## src/sv/pds_pkg.sv

```systemverilog
// Shared widths, register indexes, reset values and control types of the PLL divider search.
package pds_pkg;

    // Field widths.
    localparam int REF_W    = 17;
    localparam int M_W      = 9;
    localparam int N_W      = 7;
    localparam int R_W      = 3;
    localparam int FREQ_W   = 20;
    localparam int CFG_IDX_W = 3;

    // Internal widths.
    localparam int NCNT_W   = N_W + 1;          // N counter, holds max_n + 1
    localparam int MP2_W    = M_W + 1;          // M + 2
    localparam int FOUT_W   = REF_W + MP2_W;    // ref * (M + 2)
    localparam int DIV_NUM_W = 36;              // (target * (N + 2)) << R, plus rounding term
    localparam int DIV_DEN_W = REF_W;

    // Divider offset of the PLL (M + 2, N + 2).
    localparam int OFFSET = 2;

    // Register indexes on the configuration port.
    localparam logic [CFG_IDX_W-1:0] REG_REF_KHZ = 3'd0;
    localparam logic [CFG_IDX_W-1:0] REG_MAX_M   = 3'd1;
    localparam logic [CFG_IDX_W-1:0] REG_MAX_N   = 3'd2;
    localparam logic [CFG_IDX_W-1:0] REG_MAX_R   = 3'd3;
    localparam logic [CFG_IDX_W-1:0] REG_MIN_VCO = 3'd4;

    // Reset values of the registers.
    localparam logic [REF_W-1:0]  RST_REF_KHZ = 17'd14318;
    localparam logic [M_W-1:0]    RST_MAX_M   = 9'd127;
    localparam logic [N_W-1:0]    RST_MAX_N   = 7'd31;
    localparam logic [R_W-1:0]    RST_MAX_R   = 3'd3;
    localparam logic [FREQ_W-1:0] RST_MIN_VCO = 20'd135000;

    // Current configuration as seen by the datapath.
    typedef struct packed {
        logic [REF_W-1:0]  ref_khz;
        logic [M_W-1:0]    max_m;
        logic [N_W-1:0]    max_n;
        logic [R_W-1:0]    max_r;
        logic [FREQ_W-1:0] min_vco;
    } cfg_t;

    // Commands from the controller to the datapath.
    typedef struct packed {
        logic load;      // take a new request, clear search state
        logic r_inc;     // step the post-divider exponent
        logic div1_go;   // start the M division
        logic m_load;    // keep M + 2 from the quotient
        logic div2_go;   // start the output frequency division
        logic eval;      // compare the error against the best so far
        logic n_inc;     // move to the next N
        logic finish;    // present the result
    } cmd_t;

    // Status from the datapath to the controller.
    typedef struct packed {
        logic r_more;    // exponent still too small for the VCO range
        logic n_ok;      // N within range and reference nonzero
        logic div_done;  // quotient valid this cycle
        logic m_ok;      // M lies within 0..max_m
    } stat_t;

endpackage

```

## src/sv/pds_divider.sv

```systemverilog
// Restoring serial divider, one quotient bit per cycle.
module pds_divider #(
    parameter int NUM_W = pds_pkg::DIV_NUM_W,
    parameter int DEN_W = pds_pkg::DIV_DEN_W
) (
    input  logic             clk,
    input  logic             rst_n,
    input  logic             go,
    input  logic [NUM_W-1:0] num,
    input  logic [DEN_W-1:0] den,
    output logic [NUM_W-1:0] quot,
    output logic             done
);

    localparam int CNT_W = $clog2(NUM_W + 1);

    logic [NUM_W-1:0] quot_reg, quot_next;
    logic [DEN_W:0]   rem_reg, rem_next;
    logic [DEN_W-1:0] den_reg, den_next;
    logic [CNT_W-1:0] cnt_reg, cnt_next;
    logic             run_reg, run_next;
    logic             done_reg, done_next;
    logic [DEN_W:0]   rem_shift;
    logic             fits;

    // One restoring step: shift in the next dividend bit and try a subtract.
    assign rem_shift = {rem_reg[DEN_W-1:0], quot_reg[NUM_W-1]};
    assign fits      = rem_shift >= {1'b0, den_reg};

    always_comb
    begin
        quot_next = quot_reg;
        rem_next  = rem_reg;
        den_next  = den_reg;
        cnt_next  = cnt_reg;
        run_next  = run_reg;
        done_next = 1'b0;
        if (go)
        begin
            quot_next = num;
            rem_next  = '0;
            den_next  = den;
            cnt_next  = CNT_W'(NUM_W);
            run_next  = 1'b1;
        end
        else if (run_reg)
        begin
            quot_next = {quot_reg[NUM_W-2:0], fits};
            rem_next  = fits ? (rem_shift - {1'b0, den_reg}) : rem_shift;
            cnt_next  = cnt_reg - CNT_W'(1);
            if (cnt_reg == CNT_W'(1))
            begin
                run_next  = 1'b0;
                done_next = 1'b1;
            end
        end
    end

    always_ff @(posedge clk or negedge rst_n)
    begin
        if (!rst_n)
        begin
            cnt_reg  <= '0;
            run_reg  <= 1'b0;
            done_reg <= 1'b0;
        end
        else
        begin
            cnt_reg  <= cnt_next;
            run_reg  <= run_next;
            done_reg <= done_next;
        end
    end

    // Operand and quotient registers need no reset.
    always_ff @(posedge clk)
    begin
        quot_reg <= quot_next;
        rem_reg  <= rem_next;
        den_reg  <= den_next;
    end

    assign quot = quot_reg;
    assign done = done_reg;

endmodule

```

## src/sv/pds_datapath.sv

```systemverilog
// Search datapath: exponent and N counters, operand build, shared divider, best candidate.
module pds_datapath (
    input  logic                        clk,
    input  logic                        rst_n,
    input  pds_pkg::cfg_t               cfg,
    input  pds_pkg::cmd_t               cmd,
    output pds_pkg::stat_t              stat,
    input  logic [pds_pkg::FREQ_W-1:0]  target_khz,
    output logic [pds_pkg::M_W-1:0]     m_value,
    output logic [pds_pkg::N_W-1:0]     n_value,
    output logic [pds_pkg::R_W-1:0]     r_value,
    output logic [pds_pkg::FREQ_W-1:0]  error_khz,
    output logic                        found,
    output logic                        done
);

    localparam int NP2_W  = pds_pkg::NCNT_W;
    localparam int PROD_W = pds_pkg::FREQ_W + NP2_W;
    localparam int DEN2_W = NP2_W + 7;
    localparam int ERR_W  = pds_pkg::FOUT_W;

    logic [pds_pkg::FREQ_W-1:0]  target_reg;
    logic [pds_pkg::R_W-1:0]     r_reg;
    logic [pds_pkg::NCNT_W-1:0]  n_reg;
    logic [pds_pkg::MP2_W-1:0]   mp2_reg;
    logic                        found_reg;
    logic [ERR_W-1:0]            best_err_reg;
    logic [pds_pkg::M_W-1:0]     best_m_reg;
    logic [pds_pkg::N_W-1:0]     best_n_reg;

    logic [pds_pkg::M_W-1:0]     m_value_reg;
    logic [pds_pkg::N_W-1:0]     n_value_reg;
    logic [pds_pkg::R_W-1:0]     r_value_reg;
    logic [pds_pkg::FREQ_W-1:0]  error_khz_reg;
    logic                        found_out_reg;
    logic                        done_reg;

    logic [NP2_W-1:0]                  n_plus2;
    logic [PROD_W-1:0]                 prod1;
    logic [pds_pkg::DIV_NUM_W-1:0]     num1;
    logic [pds_pkg::FOUT_W-1:0]        prod2;
    logic [DEN2_W-1:0]                 den2;
    logic [pds_pkg::DIV_NUM_W-1:0]     div_num;
    logic [pds_pkg::DIV_DEN_W-1:0]     div_den;
    logic [pds_pkg::DIV_NUM_W-1:0]     quot;
    logic                              div_done;
    logic [ERR_W-1:0]                  fout;
    logic [ERR_W-1:0]                  target_ext;
    logic [ERR_W-1:0]                  err;
    logic                              better;

    // M division: ((target * (N + 2)) << R + 2 * floor(ref / 2)) / ref.
    assign n_plus2 = n_reg + NP2_W'(pds_pkg::OFFSET);
    assign prod1   = PROD_W'(target_reg) * PROD_W'(n_plus2);
    assign num1    = (pds_pkg::DIV_NUM_W'(prod1) << r_reg)
                   + pds_pkg::DIV_NUM_W'({cfg.ref_khz[pds_pkg::REF_W-1:1], 1'b0});

    // Output frequency division: ref * (M + 2) / ((N + 2) << R).
    assign prod2 = pds_pkg::FOUT_W'(cfg.ref_khz) * pds_pkg::FOUT_W'(mp2_reg);
    assign den2  = DEN2_W'(n_plus2) << r_reg;

    assign div_num = cmd.div2_go ? pds_pkg::DIV_NUM_W'(prod2) : num1;
    assign div_den = cmd.div2_go ? pds_pkg::DIV_DEN_W'(den2) : cfg.ref_khz;

    pds_divider #(
        .NUM_W(pds_pkg::DIV_NUM_W),
        .DEN_W(pds_pkg::DIV_DEN_W)
    ) u_div (
        .clk  (clk),
        .rst_n(rst_n),
        .go   (cmd.div1_go | cmd.div2_go),
        .num  (div_num),
        .den  (div_den),
        .quot (quot),
        .done (div_done)
    );

    // Absolute error of the candidate and the comparison with the best one.
    assign fout       = quot[ERR_W-1:0];
    assign target_ext = ERR_W'(target_reg);
    assign err        = (fout > target_ext) ? (fout - target_ext) : (target_ext - fout);
    assign better     = !found_reg || (err < best_err_reg);

    // Status back to the controller.
    assign stat.r_more   = (r_reg < cfg.max_r)
                        && ((ERR_W'(target_reg) << r_reg) < ERR_W'(cfg.min_vco));
    assign stat.n_ok     = (n_reg <= {1'b0, cfg.max_n}) && (cfg.ref_khz != '0);
    assign stat.div_done = div_done;
    assign stat.m_ok     = (quot >= pds_pkg::DIV_NUM_W'(pds_pkg::OFFSET))
                        && (quot <= pds_pkg::DIV_NUM_W'(cfg.max_m)
                                  + pds_pkg::DIV_NUM_W'(pds_pkg::OFFSET));

    // Search state.
    always_ff @(posedge clk or negedge rst_n)
    begin
        if (!rst_n)
        begin
            r_reg     <= '0;
            n_reg     <= '0;
            found_reg <= 1'b0;
        end
        else
        begin
            if (cmd.load)
            begin
                r_reg     <= '0;
                n_reg     <= pds_pkg::NCNT_W'(1);
                found_reg <= 1'b0;
            end
            else
            begin
                if (cmd.r_inc)
                begin
                    r_reg <= r_reg + pds_pkg::R_W'(1);
                end
                if (cmd.n_inc)
                begin
                    n_reg <= n_reg + pds_pkg::NCNT_W'(1);
                end
                if (cmd.eval && better)
                begin
                    found_reg <= 1'b1;
                end
            end
        end
    end

    // Payload of the search.
    always_ff @(posedge clk)
    begin
        if (cmd.load)
        begin
            target_reg <= target_khz;
        end
        if (cmd.m_load)
        begin
            mp2_reg <= quot[pds_pkg::MP2_W-1:0];
        end
        if (cmd.eval && better)
        begin
            best_err_reg <= err;
            best_m_reg   <= pds_pkg::M_W'(mp2_reg - pds_pkg::MP2_W'(pds_pkg::OFFSET));
            best_n_reg   <= n_reg[pds_pkg::N_W-1:0];
        end
    end

    // Result registers; the strobe lasts one cycle.
    always_ff @(posedge clk or negedge rst_n)
    begin
        if (!rst_n)
        begin
            done_reg <= 1'b0;
        end
        else
        begin
            done_reg <= cmd.finish;
        end
    end

    always_ff @(posedge clk)
    begin
        if (cmd.finish)
        begin
            found_out_reg <= found_reg;
            if (found_reg)
            begin
                m_value_reg   <= best_m_reg;
                n_value_reg   <= best_n_reg;
                r_value_reg   <= r_reg;
                error_khz_reg <= (best_err_reg[ERR_W-1:pds_pkg::FREQ_W] != '0)
                               ? '1 : best_err_reg[pds_pkg::FREQ_W-1:0];
            end
            else
            begin
                m_value_reg   <= '0;
                n_value_reg   <= '0;
                r_value_reg   <= '0;
                error_khz_reg <= '0;
            end
        end
    end

    assign m_value   = m_value_reg;
    assign n_value   = n_value_reg;
    assign r_value   = r_value_reg;
    assign error_khz = error_khz_reg;
    assign found     = found_out_reg;
    assign done      = done_reg;

endmodule

```

## src/sv/pds_ctrl.sv

```systemverilog
// Controller state machine that sequences the exponent search and the N loop.
module pds_ctrl (
    input  logic           clk,
    input  logic           rst_n,
    input  logic           start,
    input  pds_pkg::stat_t stat,
    output pds_pkg::cmd_t  cmd,
    output logic           busy
);

    localparam logic [2:0] ST_IDLE  = 3'd0;
    localparam logic [2:0] ST_RSRCH = 3'd1;
    localparam logic [2:0] ST_NCHK  = 3'd2;
    localparam logic [2:0] ST_DIV1  = 3'd3;
    localparam logic [2:0] ST_MCHK  = 3'd4;
    localparam logic [2:0] ST_DIV2S = 3'd5;
    localparam logic [2:0] ST_DIV2  = 3'd6;
    localparam logic [2:0] ST_EVAL  = 3'd7;

    logic [2:0] state_reg, state_next;

    // Next state and commands.
    always_comb
    begin
        state_next = state_reg;
        cmd        = '0;
        case (state_reg)
            ST_IDLE:
            begin
                if (start)
                begin
                    cmd.load   = 1'b1;
                    state_next = ST_RSRCH;
                end
            end
            ST_RSRCH:
            begin
                if (stat.r_more)
                begin
                    cmd.r_inc = 1'b1;
                end
                else
                begin
                    state_next = ST_NCHK;
                end
            end
            ST_NCHK:
            begin
                if (stat.n_ok)
                begin
                    cmd.div1_go = 1'b1;
                    state_next  = ST_DIV1;
                end
                else
                begin
                    cmd.finish = 1'b1;
                    state_next = ST_IDLE;
                end
            end
            ST_DIV1:
            begin
                if (stat.div_done)
                begin
                    state_next = ST_MCHK;
                end
            end
            ST_MCHK:
            begin
                if (stat.m_ok)
                begin
                    cmd.m_load = 1'b1;
                    state_next = ST_DIV2S;
                end
                else
                begin
                    cmd.n_inc  = 1'b1;
                    state_next = ST_NCHK;
                end
            end
            ST_DIV2S:
            begin
                cmd.div2_go = 1'b1;
                state_next  = ST_DIV2;
            end
            ST_DIV2:
            begin
                if (stat.div_done)
                begin
                    state_next = ST_EVAL;
                end
            end
            ST_EVAL:
            begin
                cmd.eval   = 1'b1;
                cmd.n_inc  = 1'b1;
                state_next = ST_NCHK;
            end
            default:
            begin
                state_next = ST_IDLE;
            end
        endcase
    end

    always_ff @(posedge clk or negedge rst_n)
    begin
        if (!rst_n)
        begin
            state_reg <= ST_IDLE;
        end
        else
        begin
            state_reg <= state_next;
        end
    end

    assign busy = (state_reg != ST_IDLE);

endmodule

```

## src/sv/pll_divider_search_core.sv

```systemverilog
// Top level of the PLL divider search: configuration registers, controller and datapath.
//
//  Channel   Signals                                      Transfer
//  request   start, busy, target_khz                      start && !busy
//  result    done, m_value, n_value, r_value,             done, one cycle
//            error_khz, found
//  config    cfg_we, cfg_index, cfg_data                  cfg_we
//
// A request first steps the exponent R, then for each value of N runs an M division and,
// where M falls in range, an output frequency division on the shared 36-step serial divider.
// The result strobe is registered after the search ends, when busy is already low.
// Reset clears the controller and loads the register defaults; there is no clearing pass.
// The receiver cannot stall; a new request may be taken in the cycle the result shows.
module pll_divider_search_core (
    input  logic                               clk,
    input  logic                               rst_n,
    input  logic                               start,
    output logic                               busy,
    input  logic [pds_pkg::FREQ_W-1:0]         target_khz,
    output logic                               done,
    output logic [pds_pkg::M_W-1:0]            m_value,
    output logic [pds_pkg::N_W-1:0]            n_value,
    output logic [pds_pkg::R_W-1:0]            r_value,
    output logic [pds_pkg::FREQ_W-1:0]         error_khz,
    output logic                               found,
    input  logic                               cfg_we,
    input  logic [pds_pkg::CFG_IDX_W-1:0]      cfg_index,
    input  logic [pds_pkg::FREQ_W-1:0]         cfg_data
);

    pds_pkg::cfg_t  cfg_reg;
    pds_pkg::cmd_t  cmd;
    pds_pkg::stat_t stat;

    // Configuration registers; unknown indexes are ignored.
    always_ff @(posedge clk or negedge rst_n)
    begin
        if (!rst_n)
        begin
            cfg_reg.ref_khz <= pds_pkg::RST_REF_KHZ;
            cfg_reg.max_m   <= pds_pkg::RST_MAX_M;
            cfg_reg.max_n   <= pds_pkg::RST_MAX_N;
            cfg_reg.max_r   <= pds_pkg::RST_MAX_R;
            cfg_reg.min_vco <= pds_pkg::RST_MIN_VCO;
        end
        else if (cfg_we)
        begin
            case (cfg_index)
                pds_pkg::REG_REF_KHZ: cfg_reg.ref_khz <= cfg_data[pds_pkg::REF_W-1:0];
                pds_pkg::REG_MAX_M:   cfg_reg.max_m   <= cfg_data[pds_pkg::M_W-1:0];
                pds_pkg::REG_MAX_N:   cfg_reg.max_n   <= cfg_data[pds_pkg::N_W-1:0];
                pds_pkg::REG_MAX_R:   cfg_reg.max_r   <= cfg_data[pds_pkg::R_W-1:0];
                pds_pkg::REG_MIN_VCO: cfg_reg.min_vco <= cfg_data;
                default:
                begin
                end
            endcase
        end
    end

    pds_ctrl u_ctrl (
        .clk  (clk),
        .rst_n(rst_n),
        .start(start),
        .stat (stat),
        .cmd  (cmd),
        .busy (busy)
    );

    pds_datapath u_dp (
        .clk       (clk),
        .rst_n     (rst_n),
        .cfg       (cfg_reg),
        .cmd       (cmd),
        .stat      (stat),
        .target_khz(target_khz),
        .m_value   (m_value),
        .n_value   (n_value),
        .r_value   (r_value),
        .error_khz (error_khz),
        .found     (found),
        .done      (done)
    );

    // The result strobe only appears once the search has finished.
    a_done_idle: assert property (@(posedge clk) disable iff (!rst_n)
        done |-> !busy)
        else $error("result strobe while search still busy");

    // A failed search reports all fields as zero.
    a_not_found_zero: assert property (@(posedge clk) disable iff (!rst_n)
        (done && !found) |-> (m_value == '0 && n_value == '0 && r_value == '0
                              && error_khz == '0))
        else $error("fields not cleared without a candidate");

    // A found candidate always has a nonzero N.
    a_found_n: assert property (@(posedge clk) disable iff (!rst_n)
        (done && found) |-> (n_value != '0))
        else $error("candidate reported with N of zero");

    // A search only begins on a request.
    a_busy_start: assert property (@(posedge clk) disable iff (!rst_n)
        $rose(busy) |-> $past(start))
        else $error("search began without a request");

    // One strobe per request, never two in a row.
    a_done_single: assert property (@(posedge clk) disable iff (!rst_n)
        done |=> !done)
        else $error("result strobe held longer than one cycle");

endmodule
```

## config.mk

```make
export PLATFORM = sky130hd
export DESIGN_NAME = pll_divider_search_core
export DESIGN_NICKNAME = d
export VERILOG_FILES = /design/src/sv/pds_pkg.sv /design/src/sv/pds_divider.sv /design/src/sv/pds_datapath.sv /design/src/sv/pds_ctrl.sv /design/src/sv/pll_divider_search_core.sv
export SDC_FILE = /design/constraint.sdc
export NUM_CORES = 1
export LEC_CHECK = 0
export BUFFER_PORTS_ARGS = -buffer_cell sky130_fd_sc_hd__buf_4
export CORE_UTILIZATION = 35
export CTS_CLUSTER_DIAMETER = 200
export DETAILED_ROUTE_END_ITERATION = 10
export PLACE_DENSITY = 0.6
export REMOVE_ABC_BUFFERS = 1
export SETUP_SLACK_MARGIN = 0.05
export SYNTH_ARGS = -nofsm -noshare
export SYNTH_HDL_FRONTEND = slang
export SYNTH_HIERARCHICAL = 1
export SYNTH_SLANG_ARGS = --single-unit
```

## constraint.sdc

```tcl
create_clock -name clk -period 25.8 [get_ports clk]
set_input_delay 3.87 -clock clk [delete_from_list [all_inputs] [get_ports clk]]
set_output_delay 3.87 -clock clk [all_outputs]
set_load 0.005 [all_outputs]
```

==> results by group, run 1 <==
Run status
  – Status: completed

GRT
  – Global route overflow: 0
  – Vias in the first global route: 23040
  – Gr usage total: 19.87%
  – Largest net degree at the start of global routing: 79
  – First-pass GRT wire length: 134600 µm
  – Initial antenna violation count: 0

Cells and area
  – Nets: 3793
  – Share of layout cells above drive strength 1: 12.45%
  – Design area: 32410 µm²
  – Max FFs per register: 56
  – Area delta synth->final: 8.709%

Setup path
  – Slowest CP cell: dfrtp_1
  – R2R Path End: u_dp/u_div/quot[24]$_DFFE_PP_
  – Most frequent CP cell: fa_1
  – WP data arrival: 10.48 ns
  – CP Launch Point: u_dp/n_reg[1]$_DFFE_PN0P_
  – Worst setup path end: u_dp/u_div/quot[24]$_DFFE_PP_
  – Startpoint Class: register
  – Slowest stage delay, CP: 1.02 ns
  – Worst Path Max Fanout: 29
  – Critical R2R Launch: u_dp/n_reg[1]$_DFFE_PN0P_
  – Worst Reg-to-Reg Cells: 29
  – Crit. End Element: register
  – FF-to-FF setup slack: 15.66 ns
  – Crit path kind: reg -> reg
  – Critical Path RT: 26.14 ns

Yosys
  – Average cell area after synthesis: 9.117 µm²
  – Synth cell count leaders: inv_1, nand2_1, ha_1, nor2_1, fa_1
  – Sequential fraction of the synthesis area: 24.72%
  – Synth Register Bits: 263
  – Synth Cell Area: 29810 µm²
  – Ys async rst share: 30.42%
  – Most area-consuming cells after synthesis: edfxtp_1, fa_1, ha_1, inv_1, nand2_1
  – Prevailing post-synth register cell: edfxtp_1
  – Synthesis Warnings: 6
  – Post-Synthesis Cells: 3270
  – Post-synth EDFFs: 166
  – Area leader, netlist: edfxtp_1
  – Yosys top cell area share: 16.72%
  – Synth unique cells: 119
  – Most frequent cell after synthesis: inv_1

Timing
  – Clock Skew: 0.02252 ns
  – Total negative slack: 0 ns
  – Tmin final: 10.14 ns
  – Final WS setup: 15.66 ns
  – RSZ-0062 raised after global routing: no
  – Worst hold slack: 0.5049 ns
  – Worst slew pin tran: 1.163 ns
  – Fin crit share: 39.29%
  – Setup Viol. Count Final: 0
  – Max_slew headroom: 22.23%
  – Final hold viol count: 0
  – Max Transition Viols Final: 0
  – Fmax: 0.09866 GHz

Routing
  – Starting DRC count in detailed routing: 1757
  – DR WL/cell: 19.33 µm
  – DRC Markers: 0
  – Routed WL: 85450 µm
  – Routed vias/inst: 5.300
  – Via count: 23420
  – Drt first pass iters: 6
  – Antenna Nets Post-Route: 0

Clock tree
  – Post-CTS setup buffers: 0
  – CTS Buffer Depth: 3
  – TritonCTS Buffers: 30
  – CTS H-tree lvls: 1
  – Hold_buf cts: 0
  – Skew-Pair Late Insertion Delay: 0.60 ns
  – Clock sinks: 263
  – Clock root buffer master: clkbuf_16
  – Worst-path clk slew: 0.07 ns
  – CTS tree: built
  – CTS resizes: 0

Floorplan
  – # rows: 106
  – Total core area: 83950 µm²
  – Die extent in y: 293.8 µm
  – # IOs: 89
  – Die W: 293.8 µm
  – Die ar.: 86340 µm²
  – Initial Util: 35.51%

Flow run
  – Max-cap violations: 0

Placed design
  – Routability congestion estimate: 0.9264
  – Placement Setup Slack: 15.78 ns
  – Placed cell areas: 31350 µm²
  – Port buffer count: 88
  – DPL Wire Length: 66840 µm

Worst hold path
  – Hold Path Class: reg -> reg
area by class of cell:
| type | instances | area [µm²] |
|---|---|---|
| Sequential cell | 263 | 7372 |
| Antenna cell | 1 | 2.502 |
| Clock buffer | 40 | 852.1 |
| Tap cell | 1134 | 1419 |
| Fill cell | 8371 | 51550 |
| Clock inverter | 15 | 205.2 |
| Timing Repair Buffer | 121 | 908.4 |
| Multi-Input combinational cell | 2453 | 20170 |
| Inverter | 393 | 1475 |
placed cells by master, fill, tap and decap left out, types with 19 or more instances in the layout:
cell type    n
xor2_1      70
dfrtp_1     44
o21ai_0    128
mux2i_1     48
xnor2_1     67
dfstp_2     33
edfxtp_1   166
mux2_2     108
nand2_1    345
inv_1      389
nor2b_1     24
nor4_1      30
and2_1     136
o211ai_1    26
nand2b_1    44
buf_4      121
fa_1       230
clkbuf_16   33
nand4_1     33
o31ai_1     19
nand3_1     44
a211oi_1    19
ha_1       254
o21a_1      45
nor2_1     237
nor3_1      54
a21oi_1    182
a21o_1      55
stage by stage:
stage,utilization (%),instances
global route,38.60,4419
global placement,37.34,4364
CTS,38.60,4419
floorplan,-,3109
finish,38.60,4420
detailed placement,37.34,4364
layer usage:
metal	vias to the layer above	global-route usage [%]	wire length (µm)
met1	11510	27.31	38660
met3	127	2.681	4828
met4	0	7.724	3438
met5	-	0	0
li1	11110	-	-
met2	675	31.54	38520
how the worst min path moves through the flow:
stage	depth (start not counted)	end	from	slack, ns
floorplan	0	u_dp/mp2_reg[0]$_DFFE_PP_	u_dp/u_div/quot[0]$_DFFE_PP_	0.47
global placement	1	cfg_reg[0]$_DFFE_PN0P_	cfg_reg[0]$_DFFE_PN0P_	0.49
detailed placement	1	cfg_reg[29]$_DFFE_PN0P_	cfg_reg[29]$_DFFE_PN0P_	0.50
CTS	2	u_dp/u_div/rem_reg[1]$_SDFFE_PP0P_	u_dp/u_div/rem_reg[1]$_SDFFE_PP0P_	0.51
global route	1	cfg_reg[12]$_DFFE_PN0P_	cfg_reg[12]$_DFFE_PN0P_	0.52
finish	1	cfg_reg[13]$_DFFE_PN0P_	cfg_reg[13]$_DFFE_PN0P_	0.50
cell families after synthesis:
kind of cell    count (synthesis)  synth area share, %
compound gates                638                14.47
xor+xnor                      140                4.189
fa+ha+maj                     484                26.11
buf+inv                       554                7.697
flops                         263                24.72
mux                           159                5.880
simple gates                 1032                16.94
critical path: cells and delay by family, from the launching register on:
family | cells | cell delay, ns
simple gates | 8 | 2.32
fa+ha+maj | 7 | 3.33
buf+inv | 3 | 0.17
flops | 1 | 1.02
compound gates | 7 | 1.81
mux | 2 | 0.45
xor+xnor | 2 | 0.78
Power of run 1 is left out: the tool's default activity adds up to more than one toggle a clock period on the data nets, which glitch-free logic cannot reach.
==> run 2: changes to the inputs <==
==> constraint.sdc (replaced) <==
create_clock -name clk -period 10.2 [get_ports clk]
set_input_delay 1.53 -clock clk [delete_from_list [all_inputs] [get_ports clk]]
set_output_delay 1.53 -clock clk [all_outputs]
set_load 0.005 [all_outputs]
==> run 2 against run 1 <==
  * Worst hold slack improved by 0.0028 ns
  * Count of clock-buffer cells in the layout unchanged
  * Maximum frequency rose by 11%
  * First-iteration DRC count is 5.1% higher
  * Sequential cell count unchanged
  * Non-clock buffer count rose by 2
  * Highest routed layer unchanged
==> results by group, run 2 (synthesis results as in run 1) <==
Run status
  – Status: completed

Cells and area
  – Max FFs per register: 56 (unchanged)
  – Filler cells: 8491 (+1.4%)
  – Nets: 3796 (+0.079%)
  – Area delta synth->final: 8.961%
  – Design area: 32480 µm² (+0.23%)
  – Most common cell after layout, fill and taps aside: inv_1
  – Most frequent cells in the layout: inv_1, nand2_1, ha_1
  – Share of layout cells above drive strength 1: 12.64% (+0.19 points)
  – ANT cells: 0 (-1)

Clock tree
  – Hold_buf cts: 0 (unchanged)
  – Clock sinks: 263 (unchanged)
  – Clock root buffer master: clkbuf_16
  – Skew-Pair Late Insertion Delay: 0.61 ns (about the same)
  – Worst-path clk slew: 0.06 ns (about the same)
  – CTS Buffer Depth: 3 (unchanged)
  – Post-CTS setup buffers: 0 (unchanged)
  – CTS resizes: 0 (unchanged)
  – CTS H-tree lvls: 1 (unchanged)
  – TritonCTS Buffers: 31 (+3.3%)
  – CTS tree: built

Setup path
  – WP data arrival: 9.43 ns (-1.05 ns)
  – Startpoint Class: register
  – Worst Path Max Fanout: 8 (-72%)
  – Critical Path RT: 10.54 ns (-15.60 ns)
  – Crit. End Element: register
  – Slowest CP cell: a222oi_1
  – Crit path kind: reg -> reg
  – Worst Path Buf+Inv: 4 (+1)
  – Slowest stage delay, CP: 0.65 ns (-0.37 ns)
  – Top Family by Delay on Critical Path: adder cells
  – Most frequent CP cell: fa_1

Flow run
  – Max-cap violations: 0 (unchanged)

Placed design
  – Port buffer count: 88 (unchanged)
  – Placed cell areas: 31360 µm² (about the same)
  – Routability congestion estimate: 0.9300 (+0.39%)
  – DPL Wire Length: 68100 µm (+1.9%)

Floorplan
  – Die ar.: 86340 µm² (unchanged)
  – Initial Util: 35.51% (unchanged)
  – # IOs: 89 (unchanged)
  – Die W: 293.8 µm (unchanged)
  – Die extent in y: 293.8 µm (unchanged)
  – # rows: 106 (unchanged)
  – Total core area: 83950 µm² (unchanged)

Timing
  – Total negative slack: 0 ns (unchanged)
  – Worst slew pin tran: 1.196 ns (+0.03343 ns)
  – Fmax: 0.1100 GHz (+11%)
  – Clock Skew: 0.02720 ns (+0.004684 ns)
  – Setup Viol. Count Final: 0 (unchanged)
  – Tmin final: 9.092 ns (-1.044 ns)
  – RSZ-0062 raised after global routing: no
  – Fin crit share: 89.14% (+50 points)
  – Final hold viol count: 0 (unchanged)
  – Max Transition Viols Final: 0 (unchanged)
  – Max_slew headroom: 19.99% (-2.2 points)

Worst hold path
  – Hold Path Class: reg -> reg

Routing
  – Routed vias/inst: 5.318 (+0.35%)
  – Starting DRC count in detailed routing: 1847 (+5.1%)
  – Antenna Nets Post-Route: 0 (unchanged)
  – Drt first pass iters: 6 (unchanged)
  – DRC Markers: 0 (unchanged)
  – Routed WL: 86730 µm (+1.5%)
  – DR WL/cell: 19.60 µm (+1.4%)
  – Via count: 23530 (+0.44%)

GRT
  – Initial antenna violation count: 3 (+3)
  – Vias in the first global route: 23140 (+0.46%)
  – Largest net degree at the start of global routing: 79 (unchanged)
  – Gr usage total: 20.13% (+0.26 points)
  – First-pass GRT wire length: 135900 µm (+0.93%)
  – Global route overflow: 0 (unchanged)
## run 2: worst paths after layout
check | cells past startpoint | endpoint | from | slack, ns
worst max-delay path | 30 | u_dp/u_div/quot[24]$_DFFE_PP_ | u_dp/n_reg[2]$_DFFE_PN0P_ | 1.11
worst min register to register | 2 | u_dp/u_div/rem_reg[2]$_SDFFE_PP0P_ | u_dp/u_div/rem_reg[2]$_SDFFE_PP0P_ | 0.51
min in group asynchronous | 1 | cfg_reg[39]$_DFFE_PN0P_ | rst_n | 0.80
worst max register to register | 30 | u_dp/u_div/quot[24]$_DFFE_PP_ | u_dp/n_reg[2]$_DFFE_PN0P_ | 1.11
max in group asynchronous | 2 | u_dp/r_reg[0]$_DFFE_PN0P_ | rst_n | 8.09
worst min-delay path | 2 | u_dp/u_div/rem_reg[2]$_SDFFE_PP0P_ | u_dp/u_div/rem_reg[2]$_SDFFE_PP0P_ | 0.51
## run 2: final cells by class
| type | instances | area (µm²) | area share [%] |
|---|---|---|---|
| clock buffers | 40 | 883.3 | 2.719 |
| clock inverters | 18 | 236.5 | 0.7280 |
| inverters | 393 | 1475 | 4.541 |
| multi-input cells | 2453 | 20170 | 62.10 |
| flip-flops and latches | 263 | 7372 | 22.70 |
| well taps | 1134 | 1419 | 4.368 |
| repair buffers | 123 | 923.4 | 2.843 |
## run 2: worst reg2reg max path: cells and delay by family (launching register included)
family | cells | cell delay, ns
adders and majority gates | 7 | 3.28
and+or+nand+nor | 8 | 2.28
AOI/OAI and AO/OA | 7 | 1.71
DFF | 1 | 0.45
muxes | 2 | 0.44
buffers and inverters | 4 | 0.37
xor gates and xnor gates | 2 | 0.32
## run 2: through the flow
step / setup slack (ns) / instances / utilization [%] / hold slack [ns]
5_1_grt: 0.4927 / 4424 / 38.69 / 0.5269
6_report: 1.108 / 4424 / 38.69 / 0.5077
3_5_place_dp: 1.173 / 4366 / 37.36 / 0.4946
4_1_cts: 1.110 / 4424 / 38.69 / 0.5060
2_1_floorplan: 1.453 / 3109 / - / 0.4737
3_3_place_gp: 1.353 / 4366 / 37.36 / 0.4883
## run 2: routing by layer
metal	wire (µm)	part of all wire, %	up-vias	GRT usage, %
li1	-	-	11100	-
met1	39770	46	11630	28.32
met2	38680	45	662	31.52
met3	4544	5.2	135	2.100
met4	3735	4.3	0	8.054
met5	0	0	-	0
Power of run 2 is left out for the same reason.
==> run 3: changes to the inputs <==
--- a/config.mk
+++ b/config.mk
@@ -7,8 +7,10 @@
 export LEC_CHECK = 0
 export BUFFER_PORTS_ARGS = -buffer_cell sky130_fd_sc_hd__buf_4
 export CORE_UTILIZATION = 35
+export CTS_BUF_LIST = sky130_fd_sc_hd__clkbuf_4
 export CTS_CLUSTER_DIAMETER = 200
 export DETAILED_ROUTE_END_ITERATION = 10
+export GPL_ROUTABILITY_DRIVEN = 0
 export PLACE_DENSITY = 0.6
 export REMOVE_ABC_BUFFERS = 1
 export SETUP_SLACK_MARGIN = 0.05
==> constraint.sdc (replaced) <==
create_clock -name clk -period 11.5 [get_ports clk]
set_input_delay 1.725 -clock clk [delete_from_list [all_inputs] [get_ports clk]]
set_output_delay 1.725 -clock clk [all_outputs]
set_load 0.005 [all_outputs]
==> run 3 against run 2 <==
  * Critical endpoint unchanged
  * Die area stayed put
  * Count of clock-buffer cells in the layout is 68 higher
  * Worst hold slack worse by 0.0023 ns
  * Clock skew is 0.049 ns higher
  * Highest routed layer unchanged
==> results by group, run 3 (synthesis results as in run 1) <==
Clock tree
  – Clock root buffer master: clkbuf_4
  – Skew-Pair Late Insertion Delay: 0.87 ns (+0.26 ns)
  – Hold_buf cts: 0 (unchanged)
  – Post-CTS setup buffers: 0 (unchanged)
  – CTS tree: built
  – CTS resizes: 0 (unchanged)
  – CTS Buffer Depth: 3 (unchanged)
  – TritonCTS Buffers: 77 (+150%)
  – Clock sinks: 263 (unchanged)
  – Worst-path clk slew: 0.06 ns (about the same)
  – CTS H-tree lvls: 3 (+2)

Cells and area
  – Area delta synth->final: 8.441%
  – Share of layout cells above drive strength 1: 14.27% (+1.6 points)
  – Max FFs per register: 56 (unchanged)
  – Final Core Density: 38.51% (-0.18 points)
  – Filler cells: 8486 (-0.059%)
  – Final cell count without fillers: 4506 (+1.9%)
  – Most frequent cells in the layout: inv_1, nand2_1, ha_1
  – Most common cell after layout, fill and taps aside: inv_1
  – Nets: 3837 (+1.1%)

Timing
  – RSZ-0062 raised after global routing: no
  – Final WS setup: 2.052 ns (+0.9439 ns)
  – Final hold viol count: 0 (unchanged)
  – Fmax: 0.1058 GHz (-3.8%)
  – Tmin final: 9.448 ns (+0.3561 ns)
  – Clock Skew: 0.07581 ns (+0.04861 ns)
  – Worst slew pin tran: 1.187 ns (-0.008933 ns)
  – Total negative slack: 0 ns (unchanged)
  – Max Transition Viols Final: 0 (unchanged)
  – Fin crit share: 82.16% (-7.0 points)
  – Setup Viol. Count Final: 0 (unchanged)
  – Max_slew headroom: 20.59% (+0.60 points)

GRT
  – First-pass GRT wire length: 136800 µm (+0.66%)
  – Largest net degree at the start of global routing: 79 (unchanged)
  – Initial antenna violation count: 2 (-1)
  – Grt met2 use: 31.92% (+0.40 points)
  – Routing usage on met1: 28.01% (-0.30 points)
  – Gr busiest metal: met2
  – M3 GR Usage: 2.568% (+0.47 points)
  – Global route overflow: 0 (unchanged)
  – Vias in the first global route: 23730 (+2.5%)
  – Gr usage total: 20.29% (+0.16 points)

Floorplan
  – Die W: 293.8 µm (unchanged)
  – # IOs: 89 (unchanged)
  – Initial Util: 35.51% (unchanged)
  – # rows: 106 (unchanged)
  – Die extent in y: 293.8 µm (unchanged)
  – Die ar.: 86340 µm² (unchanged)
  – Total core area: 83950 µm² (unchanged)

Setup path
  – Worst Reg-to-Reg Cells: 29 (-3.3%)
  – Critical Path RT: 12.06 ns (+1.52 ns)
  – WP data arrival: 10.01 ns (+0.58 ns)
  – Slowest stage delay, CP: 0.67 ns (+0.02 ns)
  – Startpoint Class: register
  – Crit path kind: reg -> reg
  – CP Launch Point: u_dp/n_reg[2]$_DFFE_PN0P_
  – Critical R2R Launch: u_dp/n_reg[2]$_DFFE_PN0P_
  – Most frequent CP cell: fa_1
  – Slowest CP cell: a222oi_1
  – Worst setup path end: u_dp/u_div/quot[24]$_DFFE_PP_
  – Worst Path Max Fanout: 8 (unchanged)
  – FF-to-FF setup slack: 2.05 ns (+0.94 ns)
  – R2R Path End: u_dp/u_div/quot[24]$_DFFE_PP_
  – Crit. End Element: register

Routing
  – Antenna Nets Post-Route: 0 (unchanged)
  – Routed WL: 86170 µm (-0.65%)
  – Routed vias/inst: 5.276 (-0.79%)
  – DR WL/cell: 19.12 µm (-2.5%)
  – Starting DRC count in detailed routing: 1823 (-1.3%)
  – Via count: 23770 (+1.0%)
  – Drt first pass iters: 5 (-1)
  – DRC Markers: 0 (unchanged)

Run status
  – Status: completed

Placed design
  – Port buffer count: 88 (unchanged)
  – Placed Instances: 4361 (-0.11%)
  – Placement Setup Slack: 2.201 ns (+1.027 ns)
  – DPL Wire Length: 66080 µm (-3.0%)

Worst hold path
  – Hold Path Class: reg -> reg

Flow run
  – Max-cap violations: 0 (unchanged)
[run 3: cell types whose count changed in the layout (fill, tap and decap cells not counted), sizes merged]
cell | before | now
buf | 123 | 118
bufinv | 5 | 1
clkbuf | 40 | 108
clkinv | 9 | 33
clkinvlp | 2 | 1
diode | 0 | 1
inv | 395 | 394
[run 3: how the worst min path moves through the flow]
stage                                              end  depth (start not counted)                          startpoint
floorplan                    u_dp/mp2_reg[0]$_DFFE_PP_                          0        u_dp/u_div/quot[0]$_DFFE_PP_
global placement                cfg_reg[2]$_DFFE_PN0P_                          1              cfg_reg[2]$_DFFE_PN0P_
detailed placement              cfg_reg[0]$_DFFE_PN0P_                          1              cfg_reg[0]$_DFFE_PN0P_
CTS                 u_dp/u_div/rem_reg[2]$_SDFFE_PP0P_                          2  u_dp/u_div/rem_reg[2]$_SDFFE_PP0P_
global route                   cfg_reg[15]$_DFFE_PN0P_                          1             cfg_reg[15]$_DFFE_PN0P_
finish                         cfg_reg[19]$_DFFE_PN0P_                          1             cfg_reg[19]$_DFFE_PN0P_
[run 3: final cells by class]
cell class              instances  area [µm²]  area share (%)
diodes                          1       2.502        0.007741
repair buffers                118       885.9           2.740
flip-flops and latches        263        7372           22.80
clock buffers                 108       810.8           2.508
well taps                    1134        1419           4.389
multi-input cells            2453       20170           62.40
clock inverters                36       188.9          0.5844
inverters                     393        1475           4.563
[run 3: worst max-delay path: cells and delay by family (launching register included)]
kind / cells / cell delay (ns)
buffers and inverters: 3 / 0.17
AND/OR/NAND/NOR: 8 / 2.35
flip-flops: 1 / 0.46
XOR/XNOR: 2 / 0.78
adder cells (fa/ha/maj): 7 / 3.25
multiplexers: 2 / 0.44
AO/OA/AOI/OAI: 7 / 1.73
[run 3: metal layers]
metal / share of wire [%] / wire length (µm)
met1: 46 / 39210
met2: 45 / 39040
met3: 5.4 / 4636
met4: 3.8 / 3283
met5: 0 / 0
[run 3: stage by stage]
step,cell area [µm²],hold WS (ns)
floorplan,28990,0.4737
global placement,31330,0.4921
detailed placement,31330,0.4947
CTS,32320,0.5111
global route,32330,0.5220
finish,32330,0.5054
Power of run 3 is left out for the same reason.
